[config.mk]
export PLATFORM = sky130hd
export DESIGN_NAME = wavhdp_dp
export DESIGN_NICKNAME = d
export VERILOG_FILES = /design/src/wavhdp_pkg.sv /design/src/wavhdp_dp.sv
export SDC_FILE = /design/constraint.sdc
export NUM_CORES = 2
export LEC_CHECK = 0
export BUFFER_PORTS_ARGS = -buffer_cell sky130_fd_sc_hd__buf_2
export CORE_MARGIN = 5
export CORE_UTILIZATION = 35
export CTS_CLUSTER_SIZE = 40
export DETAILED_ROUTE_END_ITERATION = 16
export PLACE_DENSITY = 0.58
export SYNTH_ARGS = -nofsm -noshare
export SYNTH_HDL_FRONTEND = slang
export SYNTH_SLANG_ARGS = --single-unit
[constraint.sdc]
create_clock -name aclk -period 10.9 [get_ports aclk]
set_clock_uncertainty 0.05 [all_clocks]
set_input_delay 0.545 -clock aclk [delete_from_list [all_inputs] [get_ports aclk]]
set_output_delay 0.545 -clock aclk [all_outputs]
set_load 0.005 [all_outputs]
[src/wavhdp_pkg.sv]
// ----------------------------------------------------------------------------
// wavhdp_pkg
// Shared types and constants of the wav header duration parser.
// ----------------------------------------------------------------------------
package wavhdp_pkg;

    localparam int HEADER_BYTES  = 44;
    localparam int FRACTION_BITS = 16;

    // dividend is (riff_size - header) * 8 scaled by the fraction bits
    localparam int NUM_W     = 32 + 3 + FRACTION_BITS;
    localparam int DEN_W     = 64;
    localparam int DUR_W     = 51;
    localparam int DIV_CNT_W = $clog2(NUM_W);
    localparam int OUT_W     = 152;

    localparam logic [31:0] TAG_RIFF = 32'h4646_4952;
    localparam logic [31:0] TAG_WAVE = 32'h4556_4157;
    localparam logic [31:0] TAG_FMT  = 32'h2074_6D66;
    localparam logic [31:0] TAG_DATA = 32'h6174_6164;
    localparam logic [15:0] FMT_PCM  = 16'd1;

    typedef enum logic [2:0] {
        ST_OK       = 3'd0,
        ST_NOT_RIFF = 3'd1,
        ST_NOT_WAVE = 3'd2,
        ST_NOT_PCM  = 3'd3,
        ST_ZERO_DIV = 3'd4
    } status_t;

    typedef struct packed {
        logic    clear;
        logic    shift;
        logic    pos_clear;
        logic    skip_load;
        logic    skip_dec;
        logic    keep_riff;
        logic    keep_ch;
        logic    keep_rate;
        logic    keep_bits;
        logic    mul_a;
        logic    mul_b;
        logic    div_load;
        logic    div_step;
        logic    emit;
        status_t emit_status;
    } dp_cmd_t;

    typedef struct packed {
        logic [4:0] pos;
        logic       tag_riff;
        logic       tag_wave;
        logic       tag_fmt;
        logic       tag_data;
        logic       tag_zero;
        logic       fmt_pcm;
        logic       skip_last;
        logic       den_zero;
        logic       div_last;
        logic       out_free;
    } dp_stat_t;

endpackage

[src/wavhdp_dp.sv]
// ----------------------------------------------------------------------------
// wavhdp_dp
// Datapath: byte shifter, position and skip counters, kept header fields,
// two-step multiplier, restoring divider and output register.
// ----------------------------------------------------------------------------
module wavhdp_dp (
    input  logic                                 aclk,
    input  logic                                 aresetn,
    input  logic [7:0]                           s_tdata,
    input  wavhdp_pkg::dp_cmd_t                  cmd,
    output wavhdp_pkg::dp_stat_t                 stat,
    output logic                                 m_tvalid,
    input  logic                                 m_tready,
    output logic [wavhdp_pkg::OUT_W-1:0]         m_tdata
);

    localparam int NUM_W = wavhdp_pkg::NUM_W;
    localparam int DEN_W = wavhdp_pkg::DEN_W;
    localparam int CNT_W = wavhdp_pkg::DIV_CNT_W;

    logic [31:0]       tag_reg, tag_base, tag_new;
    logic [4:0]        pos_reg, pos_base;
    logic [31:0]       skip_reg;
    logic [31:0]       riff_reg, rate_reg;
    logic [15:0]       ch_reg, bits_reg;
    logic [31:0]       prod_reg;
    logic [DEN_W-1:0]  den_reg;
    logic [DEN_W-1:0]  rem_reg;
    logic [NUM_W-1:0]  quo_reg;
    logic [CNT_W-1:0]  cnt_reg;
    logic [31:0]       payload;
    logic [NUM_W-1:0]  num;
    logic [DEN_W:0]    rem_sh, rem_diff;
    logic              q_bit;
    logic              m_tvalid_reg;
    logic [wavhdp_pkg::OUT_W-1:0] m_tdata_reg;

    assign tag_base = cmd.clear ? 32'd0 : tag_reg;
    assign pos_base = cmd.clear ? 5'd0 : pos_reg;
    assign tag_new  = {s_tdata, tag_base[31:8]};

    assign payload = (riff_reg >= 32'(wavhdp_pkg::HEADER_BYTES)) ?
                     riff_reg - 32'(wavhdp_pkg::HEADER_BYTES) : 32'd0;
    assign num     = NUM_W'({payload, 3'b000}) << wavhdp_pkg::FRACTION_BITS;

    assign rem_sh   = {rem_reg, quo_reg[NUM_W-1]};
    assign rem_diff = rem_sh - {1'b0, den_reg};
    assign q_bit    = !rem_diff[DEN_W];

    always_comb begin
        stat.pos       = pos_base;
        stat.tag_riff  = tag_new == wavhdp_pkg::TAG_RIFF;
        stat.tag_wave  = tag_new == wavhdp_pkg::TAG_WAVE;
        stat.tag_fmt   = tag_new == wavhdp_pkg::TAG_FMT;
        stat.tag_data  = tag_new == wavhdp_pkg::TAG_DATA;
        stat.tag_zero  = tag_new == 32'd0;
        stat.fmt_pcm   = tag_new[31:16] == wavhdp_pkg::FMT_PCM;
        stat.skip_last = skip_reg == 32'd1;
        stat.den_zero  = den_reg == '0;
        stat.div_last  = cnt_reg == CNT_W'(NUM_W - 1);
        stat.out_free  = !m_tvalid_reg || m_tready;
    end

    always_ff @(posedge aclk) begin
        if (!aresetn) begin
            pos_reg <= '0;
        end else if (cmd.pos_clear) begin
            pos_reg <= '0;
        end else if (cmd.shift) begin
            pos_reg <= pos_base + 5'd1;
        end else if (cmd.clear) begin
            pos_reg <= '0;
        end
    end

    // header fields
    always_ff @(posedge aclk) begin
        if (cmd.shift) begin
            tag_reg <= tag_new;
        end else if (cmd.clear) begin
            tag_reg <= '0;
        end
        if (cmd.skip_load) begin
            skip_reg <= tag_new;
        end else if (cmd.skip_dec) begin
            skip_reg <= skip_reg - 32'd1;
        end else if (cmd.clear) begin
            skip_reg <= '0;
        end
        if (cmd.keep_riff) begin
            riff_reg <= tag_new;
        end else if (cmd.clear) begin
            riff_reg <= '0;
        end
        if (cmd.keep_ch) begin
            ch_reg <= tag_new[31:16];
        end else if (cmd.clear) begin
            ch_reg <= '0;
        end
        if (cmd.keep_rate) begin
            rate_reg <= tag_new;
        end else if (cmd.clear) begin
            rate_reg <= '0;
        end
        if (cmd.keep_bits) begin
            bits_reg <= tag_new[31:16];
        end else if (cmd.clear) begin
            bits_reg <= '0;
        end
    end

    // divisor product and restoring divider
    always_ff @(posedge aclk) begin
        if (cmd.mul_a) begin
            prod_reg <= 32'(ch_reg) * 32'(bits_reg);
        end
        if (cmd.mul_b) begin
            den_reg <= DEN_W'(prod_reg) * DEN_W'(rate_reg);
        end
        if (cmd.div_load) begin
            rem_reg <= '0;
            quo_reg <= num;
        end else if (cmd.div_step) begin
            rem_reg <= q_bit ? rem_diff[DEN_W-1:0] : rem_sh[DEN_W-1:0];
            quo_reg <= {quo_reg[NUM_W-2:0], q_bit};
        end
    end

    always_ff @(posedge aclk) begin
        if (!aresetn) begin
            cnt_reg <= '0;
        end else if (cmd.div_load) begin
            cnt_reg <= '0;
        end else if (cmd.div_step) begin
            cnt_reg <= cnt_reg + CNT_W'(1);
        end
    end

    // result register
    always_ff @(posedge aclk) begin
        if (!aresetn) begin
            m_tvalid_reg <= 1'b0;
        end else if (cmd.emit) begin
            m_tvalid_reg <= 1'b1;
        end else if (m_tready) begin
            m_tvalid_reg <= 1'b0;
        end
    end

    always_ff @(posedge aclk) begin
        if (cmd.emit) begin
            m_tdata_reg <= {2'b00,
                            (cmd.emit_status == wavhdp_pkg::ST_OK) ?
                                wavhdp_pkg::DUR_W'(quo_reg) : wavhdp_pkg::DUR_W'(0),
                            bits_reg, rate_reg, ch_reg, riff_reg,
                            cmd.emit_status};
        end
    end

    assign m_tvalid = m_tvalid_reg;
    assign m_tdata  = m_tdata_reg;

endmodule

# Word level (Yosys, flattened, before mapping)
# Index checks and enable logic that the tools add are counted.
# totals
register_bits	525
out_inout_bits	168
# classes
addsub	5
mul	2
n_lt_le_gt_ge	1
n_eq_ne	7
n_mux	18
bitwise	1
n_reduce_logical	15
# ops
op	count
two-way mux 32 bit	8
two-way mux 51 bit	2
== test 32 x 31 -> 1 bit, second input constant	3
subtractor 65 x 64 -> 65 bit	1
logical NOT 64 bit	1
multiplier 32 x 32 -> 64 bit	1
two-way mux 64 bit	1
two-way mux 16 bit	3
== test 32 x 1 -> 1 bit, second input constant	1
== test 32 x 30 -> 1 bit, second input constant	1
greater-or-equal comparator 32 x 6 -> 1 bit, second input constant	1
logical NOT 32 bit	1
multiplier 16 x 16 -> 32 bit	1
subtractor 32 x 1 -> 32 bit, second input constant	1
subtractor 32 x 6 -> 32 bit, second input constant	1
== test 16 x 1 -> 1 bit, second input constant	1
nonzero test 2 bit	6
two-way mux 5 bit	2
adder 6 x 1 -> 6 bit, second input constant	1
== test 6 bit, second input constant	1
adder 5 x 1 -> 5 bit, second input constant	1
OR reduction 2 bit	2
logical NOT 3 bit	1
nonzero test 3 bit	1
other kinds (4)	6

# Depth between registers and ports, before layout
# logic_depth
ltp_word	4
ltp_mapped	30

# Worst setup path after synthesis
# OpenSTA, ideal clock, no wires.
# synth_timing
path_type	register to register
startpoint	reg rate_reg[2]
endpoint	reg den_reg[60], data pin
setup_time_ns	0.269
arrival_time_ns	7.301
required_time_ns	10.581
slack_ns	3.280
stages_incl_launch_ff	27
period_less_slack_ns	7.620
path_cell_list	edfxtp_1 -> clkbuf_1 -> and2_1 -> fa_1 -> inv_1 -> fa_1 -> fa_1 -> fa_1 -> inv_1 -> fa_1 -> fa_1 -> fa_1 -> inv_1 -> fa_1 -> inv_1 -> ha_1 -> a21o_1 -> a21o_1 -> a21oi_1 -> o21ai_0 -> a221oi_1 -> o41ai_2 -> a41o_1 -> a221oi_1 -> o31a_1 -> o31ai_1 -> xor2_1
# synth_between
elab_chain_len	1
# synth_rtl
element	line	source
from (decl)	wavhdp_dp.sv:24	logic [31:0] riff_reg, rate_reg;
from (signal assigned)	wavhdp_dp.sv:101	rate_reg <= tag_new;
multiplier 32 x 32 -> 64 bit	wavhdp_dp.sv:118	den_reg <= DEN_W'(prod_reg) * DEN_W'(rate_reg);
to (signal assigned)	wavhdp_dp.sv:118	
to (decl)	wavhdp_dp.sv:27	logic [DEN_W-1:0] den_reg;
# Every way passes these cells.
# A chain may end at the register's enable or synchronous reset.

# Final worst setup path
# layout_timing
startpoint	reg prod_reg[24]
endpoint	reg den_reg[60], data pin
# layout_between
elab_chain_len	1
# layout_rtl
element	line	source
from (decl)	wavhdp_dp.sv:26	logic [31:0] prod_reg;
from (signal assigned)	wavhdp_dp.sv:115	prod_reg <= 32'(ch_reg) * 32'(bits_reg);
multiplier 32 x 32 -> 64 bit	wavhdp_dp.sv:118	
# Every way passes these cells.

==> metrics.md <==
| Metric | Value |
|---|---|
| CP max FO | 24 |
| Clock tree buffer depth | 3 |
| Root Buffer | clkbuf_16 |
| Setup TNS | 0 ns |
| Max reg flops | 150 |
| DRC Markers | 0 |
| Cell area after synthesis | 65900 sq um |
| Synth top area share | 33.1% |
| Clock transition at path regs | 0.06 ns |
| Syn avg cell area | 9.77 sq um |
| Critical path required time | 11.23 ns |
| Multi-input gate area | 45500 sq um |
| Min-delay worst type | input pin to flip-flop |
| Max Slew Vio Count | 0 |
| Die Ht | 444 um |
| Netlist cell types | 81 |
| Critical path endpoint category | flip-flop |
| Final Hold Viols | 0 |
| Vias | 46.8k |
| Die W | 444 um |
| Core area | 188000 sq um |
| 1st-pass router iterations | 6 |
| Initial antenna violation count | 4 |
| CP bufs+invs | 3 |
| I/O pin cnt | 196 |
| Site Rows | 159 |
| Final net count | 8297 |
| FFs w/ async S/R, synth | 0% |
| WHS Path Cells | 1 |
| Seq cells post-synth | 525 |
| Vias in the first global route | 49.8k |
| CTS tree | done |
| Post-Route WL | 190000 um |
| PortBufs | 193 |
| Most used cell along the critical path | fa_1 |
| Synth top area cells | fa_1 (33%), edfxtp_1 (18%), ha_1 (8.3%) |
| GRT Total Usage | 19.2% |
| Status | finished clean |
| Reg area | 14600 sq um |
| Top_reg_cell synth | edfxtp_1 |
| Worst skew pair latency | 0.68 ns |
| Register area share after synthesis | 22.1% |
| Overflow after GRT | 0 |
| # fillers | 18.6k |
| Worst setup path class | flip-flop to flip-flop |
| Largest net degree at the start of global routing | 85 |
| CP Depth | 24 |
| Fin crit period | 8.72 ns |
| CP cell instances | nand2_1, fa_1, fa_1, fa_1, fa_1, inv_1, fa_1, fa_1, fa_1, inv_1, fa_1, inv_1, ha_1, a21oi_1, o21bai_1, a21oi_1, o21ai_0, a221oi_1, o21ai_0, a41o_1, a221oi_1, o31a_1, o31ai_1, xor2_1 |
| TritonCTS buffer count | 55 |
| Endpoints failing setup | 0 |
| Die area | 197000 sq um |
| Slew at the pin closest to its max-slew limit | 1.36 ns |
| ANT nets after route | 0 |
| Max-slew headroom | 9.08% |
| Synthesized netlist cell count | 6749 |
| Setup Buffers After CTS | 0 |
| Area grow syn2layout | 8.05% |
| Worst path max stage delay | 1.24 ns |
| RSZ-0062 raised after global routing | false |
| Leading area contributor after synthesis | fa_1 |
| Worst path top cell family by delay | adder cells |
| Synthesis Warnings | 0 |
| Reg2reg path depth | 24 |
| H-tree depth | 2 |
| RD Place Congestion | 0.923 |
| WL/cell | 20.5 um |
| Starting Density | 35.2% |
| Fraction of layout cells with a size suffix above 1 | 6.00% |
| CP max-delay cell | edfxtp_1 |
| Most frequent cell after synthesis | inv_1 |
| Hold_buf cts | 0 |
| CP startpoint kind | flip-flop |
| Initial DRC count | 3508 |
| TritonCTS Sinks | 525 |
| Number of flops mapped to enable cells by yosys | 406 |
| Detailed placer's ending HPWL | 143000 um |
| Post_cts resized | 0 |
| CP arrival | 9.04 ns |
| Max Clk Rate | 115 MHz |
| Vias per cell | 5.04 |
| Most instantiated cells after synthesis | inv_1 (1201), fa_1 (1091), and2_1 (844) |
| First-pass GRT wire length | 297000 um |
| Max Cap Viol | 0 |
| Final worst-path cycle share | 80.0% |
-- area by class of cell --
| class | count | area share (%) |
|---|---|---|
| Clock inverter | 22 | 0.499 |
| Clock buffer | 81 | 2.27 |
| Inverter | 1201 | 6.33 |
| Antenna cell | 1 | 0.00351 |
| Tap cell | 2495 | 4.38 |
| Timing Repair Buffer | 274 | 2.22 |
| Sequential cell | 525 | 20.5 |
| Multi-Input combinational cell | 4684 | 63.8 |
-- stage by stage --
step | utilization (%) | cell area, sq um | setup WS [ns] | std cells | hold slack (ns)
final | 38.0 | 71300 | 2.18 | 9283 | 0.0543
after global routing | 38.0 | 71300 | 1.90 | 9282 | 0.0131
after CTS | 38.0 | 71300 | 2.34 | 9282 | 0.0100
after detailed placement | 36.9 | 69300 | 2.37 | 9179 | 0.387
after global placement | 36.9 | 69300 | 2.43 | 9179 | 0.386
after floorplan | - | 66000 | 3.28 | 6750 | 0.400
-- layout by cell type, fill, tap and decap left out, types with 31 or more instances in the layout --
master / n
o21ai_0: 166
buf_2: 191
nand3_1: 51
o21bai_1: 35
fa_1: 1091
a21o_1: 90
nor2_1: 200
buf_4: 82
mux2i_1: 84
nand4_1: 44
clkbuf_16: 59
dfxtp_1: 119
ha_1: 437
xor2_1: 74
nand2_1: 802
edfxtp_1: 406
nor2b_1: 57
nand2b_1: 31
nor4_1: 44
inv_1: 1201
and2_1: 844
a211oi_1: 52
xnor2_1: 135
a21oi_1: 176
nor3_1: 34
-- logic make-up (layout without fill, tap and decap cells) --
family	Yosys count	after routing	synth area share (%)
AO/OA/AOI/OAI	662	662	6.38
XOR/XNOR	209	209	2.78
adder cells (fa/ha/maj)	1528	1528	41.4
buffers and inverters	1541	1578	8.94
flip-flops	525	525	22.1
multiplexers	91	91	1.39
other	1	3	0.00569
AND/OR/NAND/NOR	2192	2192	17.0
-- final timing paths --
check | from | to | slack (ns)
worst max register to register | prod_reg[24] | den_reg[60] | 2.18
worst min register to register | rate_reg[22] | m_tdata[73] | 0.40
worst min-delay path | cmd[1] | m_tdata[1] | 0.05
worst max-delay path | prod_reg[24] | den_reg[60] | 2.18
-- routing by layer --
layer | track usage (%) | wire (um)
met1 | 27.1 | 84700
met2 | 30.3 | 86200
met3 | 3.68 | 13900
met4 | 4.98 | 5290
met5 | 0 | 0
Power is left out: the tool's default activity adds up to more than one toggle a clock period on the data nets, which glitch-free logic cannot reach.
