**config.mk**
```make
export PLATFORM = sky130hd
export DESIGN_NAME = wavhdp_ctrl
export DESIGN_NICKNAME = d
export VERILOG_FILES = /design/src/wavhdp_pkg.sv /design/src/wavhdp_ctrl.sv
export SDC_FILE = /design/constraint.sdc
export NUM_CORES = 1
export LEC_CHECK = 0
export BUFFER_PORTS_ARGS = -buffer_cell sky130_fd_sc_hd__buf_2
export CORE_ASPECT_RATIO = 0.7
export CORE_UTILIZATION = 55
export CTS_CLUSTER_SIZE = 10
export DETAILED_ROUTE_END_ITERATION = 12
export HOLD_SLACK_MARGIN = 0.08
export PLACE_DENSITY_LB_ADDON = 0.12
export SYNTH_ARGS = -nofsm -noshare
export SYNTH_HDL_FRONTEND = slang
export SYNTH_SLANG_ARGS = --single-unit
```
**constraint.sdc**
```tcl
create_clock -name aclk -period 7.3 [get_ports aclk]
set_clock_uncertainty 0.2 [all_clocks]
set_input_delay 0.365 -clock aclk [delete_from_list [all_inputs] [get_ports aclk]]
set_output_delay 0.365 -clock aclk [all_outputs]
set_load 0.01 [all_outputs]
```
**src/wavhdp_pkg.sv**
```systemverilog
// ----------------------------------------------------------------------------
// wavhdp_pkg
// Shared types and constants of the wav header duration parser.
// ----------------------------------------------------------------------------
package wavhdp_pkg;

    localparam int HEADER_BYTES  = 44;
    localparam int FRACTION_BITS = 16;

    // dividend is (riff_size - header) * 8 scaled by the fraction bits
    localparam int NUM_W     = 32 + 3 + FRACTION_BITS;
    localparam int DEN_W     = 64;
    localparam int DUR_W     = 51;
    localparam int DIV_CNT_W = $clog2(NUM_W);
    localparam int OUT_W     = 152;

    localparam logic [31:0] TAG_RIFF = 32'h4646_4952;
    localparam logic [31:0] TAG_WAVE = 32'h4556_4157;
    localparam logic [31:0] TAG_FMT  = 32'h2074_6D66;
    localparam logic [31:0] TAG_DATA = 32'h6174_6164;
    localparam logic [15:0] FMT_PCM  = 16'd1;

    typedef enum logic [2:0] {
        ST_OK       = 3'd0,
        ST_NOT_RIFF = 3'd1,
        ST_NOT_WAVE = 3'd2,
        ST_NOT_PCM  = 3'd3,
        ST_ZERO_DIV = 3'd4
    } status_t;

    typedef struct packed {
        logic    clear;
        logic    shift;
        logic    pos_clear;
        logic    skip_load;
        logic    skip_dec;
        logic    keep_riff;
        logic    keep_ch;
        logic    keep_rate;
        logic    keep_bits;
        logic    mul_a;
        logic    mul_b;
        logic    div_load;
        logic    div_step;
        logic    emit;
        status_t emit_status;
    } dp_cmd_t;

    typedef struct packed {
        logic [4:0] pos;
        logic       tag_riff;
        logic       tag_wave;
        logic       tag_fmt;
        logic       tag_data;
        logic       tag_zero;
        logic       fmt_pcm;
        logic       skip_last;
        logic       den_zero;
        logic       div_last;
        logic       out_free;
    } dp_stat_t;

endpackage

```
**src/wavhdp_ctrl.sv**
```systemverilog
// ----------------------------------------------------------------------------
// wavhdp_ctrl
// Parse sequencer: walks the riff header and chunks, then runs the duration
// multiply and divide steps in the datapath.
// ----------------------------------------------------------------------------
module wavhdp_ctrl (
    input  logic                 aclk,
    input  logic                 aresetn,
    input  logic                 s_tvalid,
    output logic                 s_tready,
    input  logic                 s_tuser,
    input  wavhdp_pkg::dp_stat_t stat,
    output wavhdp_pkg::dp_cmd_t  cmd
);

    typedef enum logic [16:0] {
        S_IDLE        = 17'b0_0000_0000_0000_0001,
        S_RIFF_ID     = 17'b0_0000_0000_0000_0010,
        S_RIFF_SIZE   = 17'b0_0000_0000_0000_0100,
        S_WAVE_ID     = 17'b0_0000_0000_0000_1000,
        S_FMT_ID      = 17'b0_0000_0000_0001_0000,
        S_FMT_SKIPSZ  = 17'b0_0000_0000_0010_0000,
        S_FMT_SKIP    = 17'b0_0000_0000_0100_0000,
        S_FMT_BODY    = 17'b0_0000_0000_1000_0000,
        S_DATA_ID     = 17'b0_0000_0001_0000_0000,
        S_DATA_SKIPSZ = 17'b0_0000_0010_0000_0000,
        S_DATA_SKIP   = 17'b0_0000_0100_0000_0000,
        S_DATA_SIZE   = 17'b0_0000_1000_0000_0000,
        S_MUL_A       = 17'b0_0001_0000_0000_0000,
        S_MUL_B       = 17'b0_0010_0000_0000_0000,
        S_CHECK       = 17'b0_0100_0000_0000_0000,
        S_DIV         = 17'b0_1000_0000_0000_0000,
        S_DONE        = 17'b1_0000_0000_0000_0000
    } state_t;

    state_t state_reg, state_next, st_eff;
    logic   parsing;
    logic   fire;
    logic   tag_done;

    assign parsing  = !(state_reg == S_MUL_A || state_reg == S_MUL_B ||
                        state_reg == S_CHECK || state_reg == S_DIV ||
                        state_reg == S_DONE);
    assign s_tready = parsing && stat.out_free;
    assign fire     = s_tvalid && s_tready;
    assign st_eff   = s_tuser ? S_RIFF_ID : state_reg;
    assign tag_done = stat.pos >= 5'd3;

    always_comb begin
        cmd             = '0;
        cmd.emit_status = wavhdp_pkg::ST_OK;
        state_next      = state_reg;
        if (fire) begin
            cmd.clear = s_tuser;
            state_next = st_eff;
            unique case (st_eff)
                S_FMT_SKIP, S_DATA_SKIP: begin
                    cmd.skip_dec = 1'b1;
                    if (stat.skip_last) begin
                        state_next = (st_eff == S_FMT_SKIP) ? S_FMT_ID : S_DATA_ID;
                    end
                end
                S_FMT_BODY: begin
                    cmd.shift = 1'b1;
                    if (stat.pos == 5'd5) begin
                        if (!stat.fmt_pcm) begin
                            cmd.emit        = 1'b1;
                            cmd.emit_status = wavhdp_pkg::ST_NOT_PCM;
                            state_next      = S_IDLE;
                        end
                    end else if (stat.pos == 5'd7) begin
                        cmd.keep_ch = 1'b1;
                    end else if (stat.pos == 5'd11) begin
                        cmd.keep_rate = 1'b1;
                    end else if (stat.pos >= 5'd19) begin
                        cmd.keep_bits = 1'b1;
                        cmd.pos_clear = 1'b1;
                        state_next    = S_DATA_ID;
                    end
                end
                S_RIFF_ID: begin
                    cmd.shift = 1'b1;
                    if (tag_done) begin
                        cmd.pos_clear = 1'b1;
                        if (!stat.tag_riff) begin
                            cmd.emit        = 1'b1;
                            cmd.emit_status = wavhdp_pkg::ST_NOT_RIFF;
                            state_next      = S_IDLE;
                        end else begin
                            state_next = S_RIFF_SIZE;
                        end
                    end
                end
                S_RIFF_SIZE: begin
                    cmd.shift = 1'b1;
                    if (tag_done) begin
                        cmd.pos_clear = 1'b1;
                        cmd.keep_riff = 1'b1;
                        state_next    = S_WAVE_ID;
                    end
                end
                S_WAVE_ID: begin
                    cmd.shift = 1'b1;
                    if (tag_done) begin
                        cmd.pos_clear = 1'b1;
                        if (!stat.tag_wave) begin
                            cmd.emit        = 1'b1;
                            cmd.emit_status = wavhdp_pkg::ST_NOT_WAVE;
                            state_next      = S_IDLE;
                        end else begin
                            state_next = S_FMT_ID;
                        end
                    end
                end
                S_FMT_ID: begin
                    cmd.shift = 1'b1;
                    if (tag_done) begin
                        cmd.pos_clear = 1'b1;
                        state_next    = stat.tag_fmt ? S_FMT_BODY : S_FMT_SKIPSZ;
                    end
                end
                S_FMT_SKIPSZ: begin
                    cmd.shift = 1'b1;
                    if (tag_done) begin
                        cmd.pos_clear = 1'b1;
                        cmd.skip_load = 1'b1;
                        state_next    = stat.tag_zero ? S_FMT_ID : S_FMT_SKIP;
                    end
                end
                S_DATA_ID: begin
                    cmd.shift = 1'b1;
                    if (tag_done) begin
                        cmd.pos_clear = 1'b1;
                        state_next    = stat.tag_data ? S_DATA_SIZE : S_DATA_SKIPSZ;
                    end
                end
                S_DATA_SKIPSZ: begin
                    cmd.shift = 1'b1;
                    if (tag_done) begin
                        cmd.pos_clear = 1'b1;
                        cmd.skip_load = 1'b1;
                        state_next    = stat.tag_zero ? S_DATA_ID : S_DATA_SKIP;
                    end
                end
                S_DATA_SIZE: begin
                    cmd.shift = 1'b1;
                    if (tag_done) begin
                        cmd.pos_clear = 1'b1;
                        state_next    = S_MUL_A;
                    end
                end
                default: begin
                    state_next = st_eff;
                end
            endcase
        end else begin
            unique case (state_reg)
                S_MUL_A: begin
                    cmd.mul_a  = 1'b1;
                    state_next = S_MUL_B;
                end
                S_MUL_B: begin
                    cmd.mul_b  = 1'b1;
                    state_next = S_CHECK;
                end
                S_CHECK: begin
                    if (stat.den_zero) begin
                        if (stat.out_free) begin
                            cmd.emit        = 1'b1;
                            cmd.emit_status = wavhdp_pkg::ST_ZERO_DIV;
                            state_next      = S_IDLE;
                        end
                    end else begin
                        cmd.div_load = 1'b1;
                        state_next   = S_DIV;
                    end
                end
                S_DIV: begin
                    cmd.div_step = 1'b1;
                    if (stat.div_last) begin
                        state_next = S_DONE;
                    end
                end
                S_DONE: begin
                    if (stat.out_free) begin
                        cmd.emit        = 1'b1;
                        cmd.emit_status = wavhdp_pkg::ST_OK;
                        state_next      = S_IDLE;
                    end
                end
                default: begin
                    state_next = state_reg;
                end
            endcase
        end
    end

    always_ff @(posedge aclk) begin
        if (!aresetn) begin
            state_reg <= S_IDLE;
        end else begin
            state_reg <= state_next;
        end
    end

endmodule

```
* Yosys cells after proc, flatten, opt, wreduce, memory -nomap -nowiden
Cells that the tools add are included.
** Storage, ports and cells
- Register bits :: 17
- Word-level logic and storage cells :: 97
- Output and inout port bits :: 18
- Bits of input ports :: 19
** Operators by class
- Multiplexer cells :: 62
- Reduce and logical (&&, ||, !) cells :: 12
- Equality and inequality tests :: 20
- Magnitude comparators :: 2
** Operators with widths (count)
- $mux W17 :: 19
- $pmux W17 S10 :: 1
- $pmux W17 S5 :: 1
- $mux W4 :: 11
- $mux W9 :: 2
- $eq A17 B10 Y1 const B :: 1
- $eq A17 B11 Y1 const B :: 1
- $eq A17 B12 Y1 const B :: 1
- $eq A17 B13 Y1 const B :: 1
- $eq A17 B14 Y1 const B :: 1
- $eq A17 B15 Y1 const B :: 1
- $eq A17 B16 Y1 const B :: 1
- $eq A17 B17 Y1 const B :: 1
- $eq A17 B2 Y1 const B :: 1
- $eq A17 B3 Y1 const B :: 1
- $eq A17 B4 Y1 const B :: 1
- $eq A17 B5 Y1 const B :: 1
- $eq A17 B6 Y1 const B :: 1
- $eq A17 B7 Y1 const B :: 1
- $eq A17 B8 Y1 const B :: 1
- $eq A17 B9 Y1 const B :: 1
- $mux W1 :: 15
- $mux W12 :: 1
- $pmux W4 S3 :: 1
- other kinds (20) :: 29

* Logic depth before layout (Yosys ltp)
Gate-level depths: netlist of the first run.
- Word-level depth :: 10
- Gate-level depth with buffers :: 10
- Gate-level depth less buffers :: 8

* Worst setup path after synthesis of the first run
Ideal clock, no wire load.
- Path type :: register to output
- Start :: register state_reg[14]
- End :: output cmd[9] in the netlist's numbering
- Arrival :: 1.995 ns
- Setup slack :: 4.740 ns
- Required time :: 6.735 ns
- Cell stages (with the launch flop) :: 9
- Cells stage by stage :: dfxtp_1 buf_6 nor4_4 nand3_2 or3_1 buf_4 nor2_1 nand3_1 nor4b_1
** RTL lines
- start: declaration :: line wavhdp_ctrl.sv:36 : state_t state_reg, state_next, st_eff;
- start signal: assignment :: line wavhdp_ctrl.sv:202 : state_reg <= state_next;
- end: declaration :: line wavhdp_ctrl.sv:13 : output wavhdp_pkg::dp_cmd_t cmd

==> insert_results.sql, run 1 <==
INSERT INTO impl_metrics (metric_group, metric, value, unit) VALUES
('yosys', 'synth_ff_type', 'sky130_fd_sc_hd__dfxtp_1', ''),
('timing', 'finalHoldViolCount', '0', ''),
('yosys', 'postSynthRegisterBits', '17', ''),
('clock_network', 'cts_h_tree_lvls', '1', ''),
('yosys', 'synth.net_count', '237', ''),
('global_routing', 'grt_pass1_vias', '1407', ''),
('timing', 'setup-violations-final', '0', ''),
('outcome', 'status', 'completed', ''),
('worst_hold_path', 'hold_path_depth', '2', ''),
('worst_setup_path', 'setup.worst_path.start_class', 'register', ''),
('route', 'drc_errors', '0', ''),
('route', 'detail_route.iter0.violations', '341', ''),
('worst_setup_path', 'critical_path.endpoint_type', 'output pin', ''),
('clock_network', 'ctsHoldBuffers', '0', ''),
('clock_network', 'path_clk_slew', '0.07', 'ns'),
('global_routing', 'grt_usage', '0.3089', ''),
('worst_setup_path', 'worstReg2RegStart', 'state_reg[8]', ''),
('yosys', 'post_synth_num_cell_types', '61', ''),
('timing', 'rsz0062_at_grt', 'no', ''),
('place', 'gp_congestion', '0.9686', ''),
('power_and_ir_drop', 'power.static_leakage', '0.7269', 'nW'),
('yosys', 'synthMostInstantiatedCell', 'sky130_fd_sc_hd__nor2_1', ''),
('clock_network', 'root_buffer', 'sky130_fd_sc_hd__clkbuf_8', ''),
('final_layout', 'num-nets-final', '267', ''),
('place', 'dp_hpwl', '3681', 'um'),
('timing', 'timing_worst_slew_pin_value', '0.6843', 'ns'),
('final_layout', 'post_route_cells_drive_above_1_share', '0.2470', ''),
('worst_setup_path', 'r2r_cells', '8', ''),
('timing', 'final_period_demand_of_the_worst_path', '3.064', 'ns'),
('timing', 'report.final.slew_viol_count', '0', ''),
('yosys', 'async_flop_share', '0', ''),
('worst_setup_path', 'required', '6.73', 'ns'),
('yosys', 'synth_top_cells_by_area', 'sky130_fd_sc_hd__dfxtp_1, sky130_fd_sc_hd__nor2_1, sky130_fd_sc_hd__nor3_1', ''),
('final_layout', 'layout-area-overhead-vs-synth', '11.01', '%'),
('timing', 'max_freq', '326.4', 'MHz'),
('global_routing', 'grt_first_pass_wirelength', '7079', 'um'),
('floorplan', 'initial_core_util', '0.5878', ''),
('global_routing', 'grt_antenna_before_repair', '0', ''),
('worst_setup_path', 'crit_type', 'reg -> out', ''),
('worst_hold_path', 'hold_start', 'stat[7]', ''),
('flow_run', 'max_cap_violations', '0', ''),
('clock_network', 'clock_insertion_delay_worst_skew', '0.26', 'ns'),
('yosys', 'synthCells', '218', ''),
('global_routing', 'largest_net_degree_at_the_start_of_global_routing', '13', ''),
('yosys', 'synth.yosys.seq_area_share', '0.2051', ''),
('final_layout', 'number_of_diodes_added_for_antenna_fixing', '0', ''),
('timing', 'final_min_period_over_clock_period', '0.4197', ''),
('floorplan', 'dieWidth', '67.65', 'um'),
('timing', 'setup_total_negative_slack', '0', 'ns'),
('floorplan', 'floorplan.io_pins', '37', ''),
('floorplan', 'die-height', '47.95', 'um'),
('yosys', 'syn_area_per_cell', '7.611', 'sq um'),
('power_and_ir_drop', 'vdd.ir_drop.worst', '0.00007629', 'V'),
('final_layout', 'largest_register_ff_count', '17', ''),
('yosys', 'netlist.area_leader.share', '0.2051', ''),
('clock_network', 'post-cts-setup-buffer-count', '0', ''),
('worst_setup_path', 'critical_path_arrival', '2.50', 'ns'),
('floorplan', 'placeable_core_region', '2823', 'sq um'),
('route', 'detail_route.first_pass.iterations', '6', ''),
('clock_network', 'cts.sinks', '17', ''),
('power_and_ir_drop', 'powerDensity', '113.6', 'nW/um^2'),
('worst_setup_path', 'critical_path.reg2reg.endpoint', 'state_reg[3]', ''),
('global_routing', 'grt.overflow.total', '0', ''),
('yosys', 'netlist.top_cell.by_area', 'sky130_fd_sc_hd__dfxtp_1', ''),
('yosys', 'synth_commonest_cells', 'sky130_fd_sc_hd__nor2_1, sky130_fd_sc_hd__dfxtp_1, sky130_fd_sc_hd__nand2_1', ''),
('route', 'detail_route.wirelength', '4807', 'um'),
('yosys', 'synth_edf_count', '0', ''),
('worst_hold_path', 'timing.hold.worst_endpoint', 'state_reg[7]', ''),
('clock_network', 'cts_tree', 'yes', ''),
('clock_network', 'cts_repair_resize_count', '0', ''),
('place', 'portBuffers', '36', '');
## per-layer routing
metal  GRT usage  vias up  wire length [um]
met5           0        -                 0
met4      0.1149        0                70
met3     0.09286       12               643
met2      0.3941      133              1874
met1      0.4671      805              2219
li1            -      878                 -
## through the flow
step | power, W | utilization | cells | setup WS, ns | cell area (sq um)
final | 0.0002092 | 0.6525 | 283 | 4.236 | 1842
after CTS | 0.0002107 | 0.6525 | 283 | 4.250 | 1842
after global placement | 0.0001374 | 0.6365 | 279 | 4.531 | 1797
after detailed placement | 0.0001370 | 0.6365 | 279 | 4.542 | 1797
after global routing | 0.0002193 | 0.6525 | 283 | 4.030 | 1842
after floorplan | 0.0001233 | - | 218 | 4.740 | 1659
## cells by family (layout without fill, tap and decap cells)
| family | Yosys count | count (layout) | share of synthesized area |
|---|---|---|---|
| simple gates | 123 | 123 | 0.4487 |
| compound gates | 56 | 56 | 0.2587 |
| buf+inv | 19 | 48 | 0.07089 |
| flops | 17 | 17 | 0.2051 |
| xor+xnor | 2 | 2 | 0.01056 |
| mux | 1 | 1 | 0.006033 |
## layout make-up
cell class / instances / area [sq um]
multi-input combinational: 182 / 1201
clock buffer: 4 / 45.04
sequential: 17 / 340.3
tap: 36 / 45.04
fill: 253 / 980.9
timing repair buffer: 36 / 180.2
inverter: 8 / 30.03
## power breakdown
| part | internal, W | switching (W) | total [W] | leakage, nW |
|---|---|---|---|---|
| logic | 0.0000161 | 0.0000250 | 0.0000410 | 0.567 |
| clock network | 0.0000388 | 0.0000344 | 0.0000732 | 0.0228 |
| registers | 0.0000934 | 0.00000156 | 0.0000950 | 0.137 |
| total | 0.000148 | 0.0000609 | 0.000209 | 0.727 |
## critical path: stages (launching register included)
cell and delay (ns):
sky130_fd_sc_hd__dfxtp_1 0.44, sky130_fd_sc_hd__nor4_4 0.46, sky130_fd_sc_hd__nand2_1 0.11, sky130_fd_sc_hd__or3_1 0.54
sky130_fd_sc_hd__nor2_1 0.16, sky130_fd_sc_hd__nand3_1 0.10, sky130_fd_sc_hd__nor4b_1 0.26, sky130_fd_sc_hd__buf_2 0.17
## layout by cell type, fill, tap and decap left out, drive strengths merged, types with 2 or more instances in the layout
master / count
o21ai: 12
a21oi: 8
a21o: 4
and2: 6
dfxtp: 17
a32o: 3
a21boi: 3
nor2b: 3
buf: 36
and4: 2
nor3: 13
o22ai: 2
a211oi: 2
nor3b: 8
inv: 8
nand2: 15
nor2: 34
a22o: 4
nand3: 6
nand4: 7
or3: 5
a41o: 2
nor4: 12
a31o: 2
nand3b: 3
nand2b: 4
a31oi: 3
clkbuf: 4
## worst max-delay path by stage
stage | startpoint | to | slack [ns] | cells after the start
floorplan | state_reg[14] | cmd[9] | 4.74 | 8
global placement | state_reg[14] | cmd[9] | 4.53 | 7
detailed placement | state_reg[14] | cmd[9] | 4.54 | 7
CTS | state_reg[14] | cmd[9] | 4.25 | 7
global route | state_reg[14] | cmd[9] | 4.03 | 7
finish | state_reg[8] | cmd[9] | 4.24 | 7
(Power assumes the default switching activity.)
==> run 2: changes to the inputs <==
- CORE_UTILIZATION: 55 -> 54
- clock period: 7.3 -> 2.85 ns (I/O delays scaled with it)
==> insert_results.sql, run 2 (synthesis results as in run 1) <==
INSERT INTO impl_metrics (metric_group, metric, value, unit) VALUES
('floorplan', 'core.rowCount', '16', ''),
('clock_network', 'cts.path.max_buffers', '2', ''),
('global_routing', 'grt_usage', '0.3448', ''),
('timing', 'finalHoldViolCount', '0', ''),
('final_layout', 'layout.cells.most_common', 'sky130_fd_sc_hd__buf_2', ''),
('place', 'numPlacedInstances', '293', ''),
('floorplan', 'initial_core_util', '0.5795', ''),
('floorplan', 'dieWidth', '68.25', 'um'),
('power_and_ir_drop', 'powerDensity', '268.4', 'nW/um^2'),
('route', 'vias_per_cell', '6.375', ''),
('floorplan', 'floorplan.die_area', '3302', 'sq um'),
('place', 'place_area', '1902', 'sq um'),
('clock_network', 'path_clk_slew', '0.07', 'ns'),
('global_routing', 'grt_first_pass_wirelength', '8466', 'um'),
('floorplan', 'floorplan.io_pins', '37', ''),
('worst_hold_path', 'hold_path.class', 'in -> reg', ''),
('final_layout', 'number_of_diodes_added_for_antenna_fixing', '0', ''),
('final_layout', 'layout_common_cells', 'sky130_fd_sc_hd__buf_2, sky130_fd_sc_hd__nor2_1, sky130_fd_sc_hd__buf_4', ''),
('final_layout', 'layout.area.seq', '344.1', 'sq um'),
('worst_setup_path', 'required', '2.51', 'ns'),
('worst_setup_path', 'setup.worst_path.start_class', 'register', ''),
('timing', 'max_freq', '368.6', 'MHz'),
('worst_setup_path', 'setup.reg_to_reg.worst_slack', '0.16', 'ns'),
('outcome', 'status', 'completed', ''),
('worst_hold_path', 'hold_path_depth', '5', ''),
('route', 'detail_route.wirelength', '5334', 'um'),
('floorplan', 'placeable_core_region', '2863', 'sq um'),
('final_layout', 'fillers', '227', ''),
('place', 'portBuffers', '36', ''),
('flow_run', 'max_cap_violations', '0', ''),
('final_layout', 'layout-area-overhead-vs-synth', '25.34', '%'),
('worst_setup_path', 'critical_path_arrival', '2.37', 'ns'),
('place', 'gp_congestion', '0.9978', ''),
('clock_network', 'root_buffer', 'sky130_fd_sc_hd__clkbuf_8', ''),
('timing', 'worst_slew_margin_rel', '0.6907', ''),
('route', 'detail_route.wl_per_cell', '17.37', 'um'),
('clock_network', 'numCtsBuffers', '3', ''),
('timing', 'report.final.slew_viol_count', '0', ''),
('timing', 'setup_ws_final', '0.1369', 'ns'),
('global_routing', 'largest_net_degree_at_the_start_of_global_routing', '13', ''),
('final_layout', 'utilization', '0.7264', ''),
('global_routing', 'grt_pass1_vias', '1679', ''),
('timing', 'rsz0062_at_grt', 'no', ''),
('final_layout', 'num-nets-final', '291', ''),
('final_layout', 'stdcell_area', '2079', 'sq um'),
('route', 'detail_route.iter0.violations', '227', ''),
('final_layout', 'multi_input_comb_area', '1235', 'sq um'),
('worst_hold_path', 'hold_start', 'stat[3]', ''),
('route', 'drtAntennaViolNets', '0', ''),
('route', 'detail_route.first_pass.iterations', '5', ''),
('worst_hold_path', 'timing.hold.worst_endpoint', 'state_reg[4]', ''),
('timing', 'setup-violations-final', '0', ''),
('worst_setup_path', 'crit_type', 'reg -> out', ''),
('power_and_ir_drop', 'power.static_leakage', '0.8491', 'nW'),
('worst_setup_path', 'critical_path_peak_fanout', '5', ''),
('power_and_ir_drop', 'vdd.ir_drop.worst', '0.0002024', 'V'),
('worst_setup_path', 'critical_path.endpoint_type', 'output pin', ''),
('route', 'drc_errors', '0', ''),
('clock_network', 'cts_h_tree_lvls', '1', ''),
('place', 'dp_hpwl', '3987', 'um'),
('timing', 'setup_total_negative_slack', '0', 'ns'),
('timing', 'final_min_period_over_clock_period', '0.9520', ''),
('final_layout', 'stdcell_count', '307', ''),
('timing', 'timing_worst_slew_pin_value', '0.4605', 'ns'),
('final_layout', 'largest_register_ff_count', '17', ''),
('clock_network', 'clock_insertion_delay_worst_skew', '0.26', 'ns'),
('floorplan', 'die-height', '48.38', 'um'),
('clock_network', 'cts_tree', 'yes', ''),
('worst_setup_path', 'critical_path.reg2reg.endpoint', 'state_reg[3]', ''),
('timing', 'final_period_demand_of_the_worst_path', '2.713', 'ns'),
('worst_setup_path', 'r2r_cells', '8', ''),
('final_layout', 'post_route_cells_drive_above_1_share', '0.3173', ''),
('worst_setup_path', 'worstReg2RegStart', 'state_reg[12]', ''),
('route', 'routed-via-count', '1957', ''),
('global_routing', 'grt.overflow.total', '0', ''),
('global_routing', 'grt_antenna_before_repair', '0', ''),
('place', 'placement.setup.worst_slack', '0.1864', 'ns'),
('clock_network', 'cts.sinks', '17', '');
-- run 2: changes by cell type in the layout (fill, tap and decap cells not counted), moves of 2 or more --
cell                            before  now
sky130_fd_sc_hd__dlygate4sd3_1       0    8
sky130_fd_sc_hd__nor3_1             13   11
sky130_fd_sc_hd__buf_4               0   16
sky130_fd_sc_hd__dfxtp_1            17   14
sky130_fd_sc_hd__nor3_2              0    2
sky130_fd_sc_hd__dfxtp_2             0    3
-- run 2: area by class of cell --
cell class | instances | area share
Tap cell | 36 | 0.02166
Sequential cell | 17 | 0.1655
Clock buffer | 4 | 0.02166
Inverter | 8 | 0.01444
Multi-Input combinational cell | 182 | 0.5939
Timing Repair Buffer | 60 | 0.1829
-- run 2: per-layer routing --
metal / part of all wire / track usage / up-vias
met4: 0.018 / 0.09028 / 0
li1: - / - / 935
met3: 0.11 / 0.07547 / 16
met5: 0 / 0 / -
met2: 0.41 / 0.4559 / 116
met1: 0.46 / 0.5465 / 890
-- run 2: report_power, final --
group | internal, W | switching, W | total [W]
registers | 0.000239 | 0.00000387 | 0.000243
logic | 0.0000570 | 0.0000693 | 0.000126
clock network | 0.0000995 | 0.0000894 | 0.000189
total | 0.000396 | 0.000163 | 0.000558
-- run 2: per-stage QoR --
step	power (W)	hold slack [ns]
final	0.0005582	0.1746
after global routing	0.0005803	0.1961
after CTS	0.0005507	0.1747
after detailed placement	0.0003602	0.2167
after global placement	0.0003607	0.2050
after floorplan	0.0003158	0.08980
-- run 2: timing repair --
action | CTS | global route
setup buffers | 0 | 2
hold buffers | 8 | 0
endpoints found under the setup margin | 1 | 6
pin swaps | 0 | 2
gates resized for setup | 1 | 8
hold endpoints to repair | 14 | 0
-- run 2: how the worst max path moves through the flow --
stage,from,endpoint,slack [ns]
after detailed placement,state_reg[14],state_reg[6],0.19
after global placement,state_reg[0],state_reg[2],0.20
final,state_reg[12],cmd[3],0.14
after CTS,state_reg[0],cmd[9],0.005
after floorplan,state_reg[14],state_reg[3],0.42
after global routing,state_reg[1],cmd[10],0.05
-- run 2: worst max-delay path, stage by stage, from the launching register on --
cell and delay (ns):
sky130_fd_sc_hd__dfxtp_1 0.38, sky130_fd_sc_hd__nor4_4 0.41, sky130_fd_sc_hd__buf_4 0.18, sky130_fd_sc_hd__and4_1 0.27
sky130_fd_sc_hd__nand2_1 0.09, sky130_fd_sc_hd__o32ai_2 0.41, sky130_fd_sc_hd__o21ai_0 0.14, sky130_fd_sc_hd__o21ai_0 0.08
sky130_fd_sc_hd__buf_2 0.15
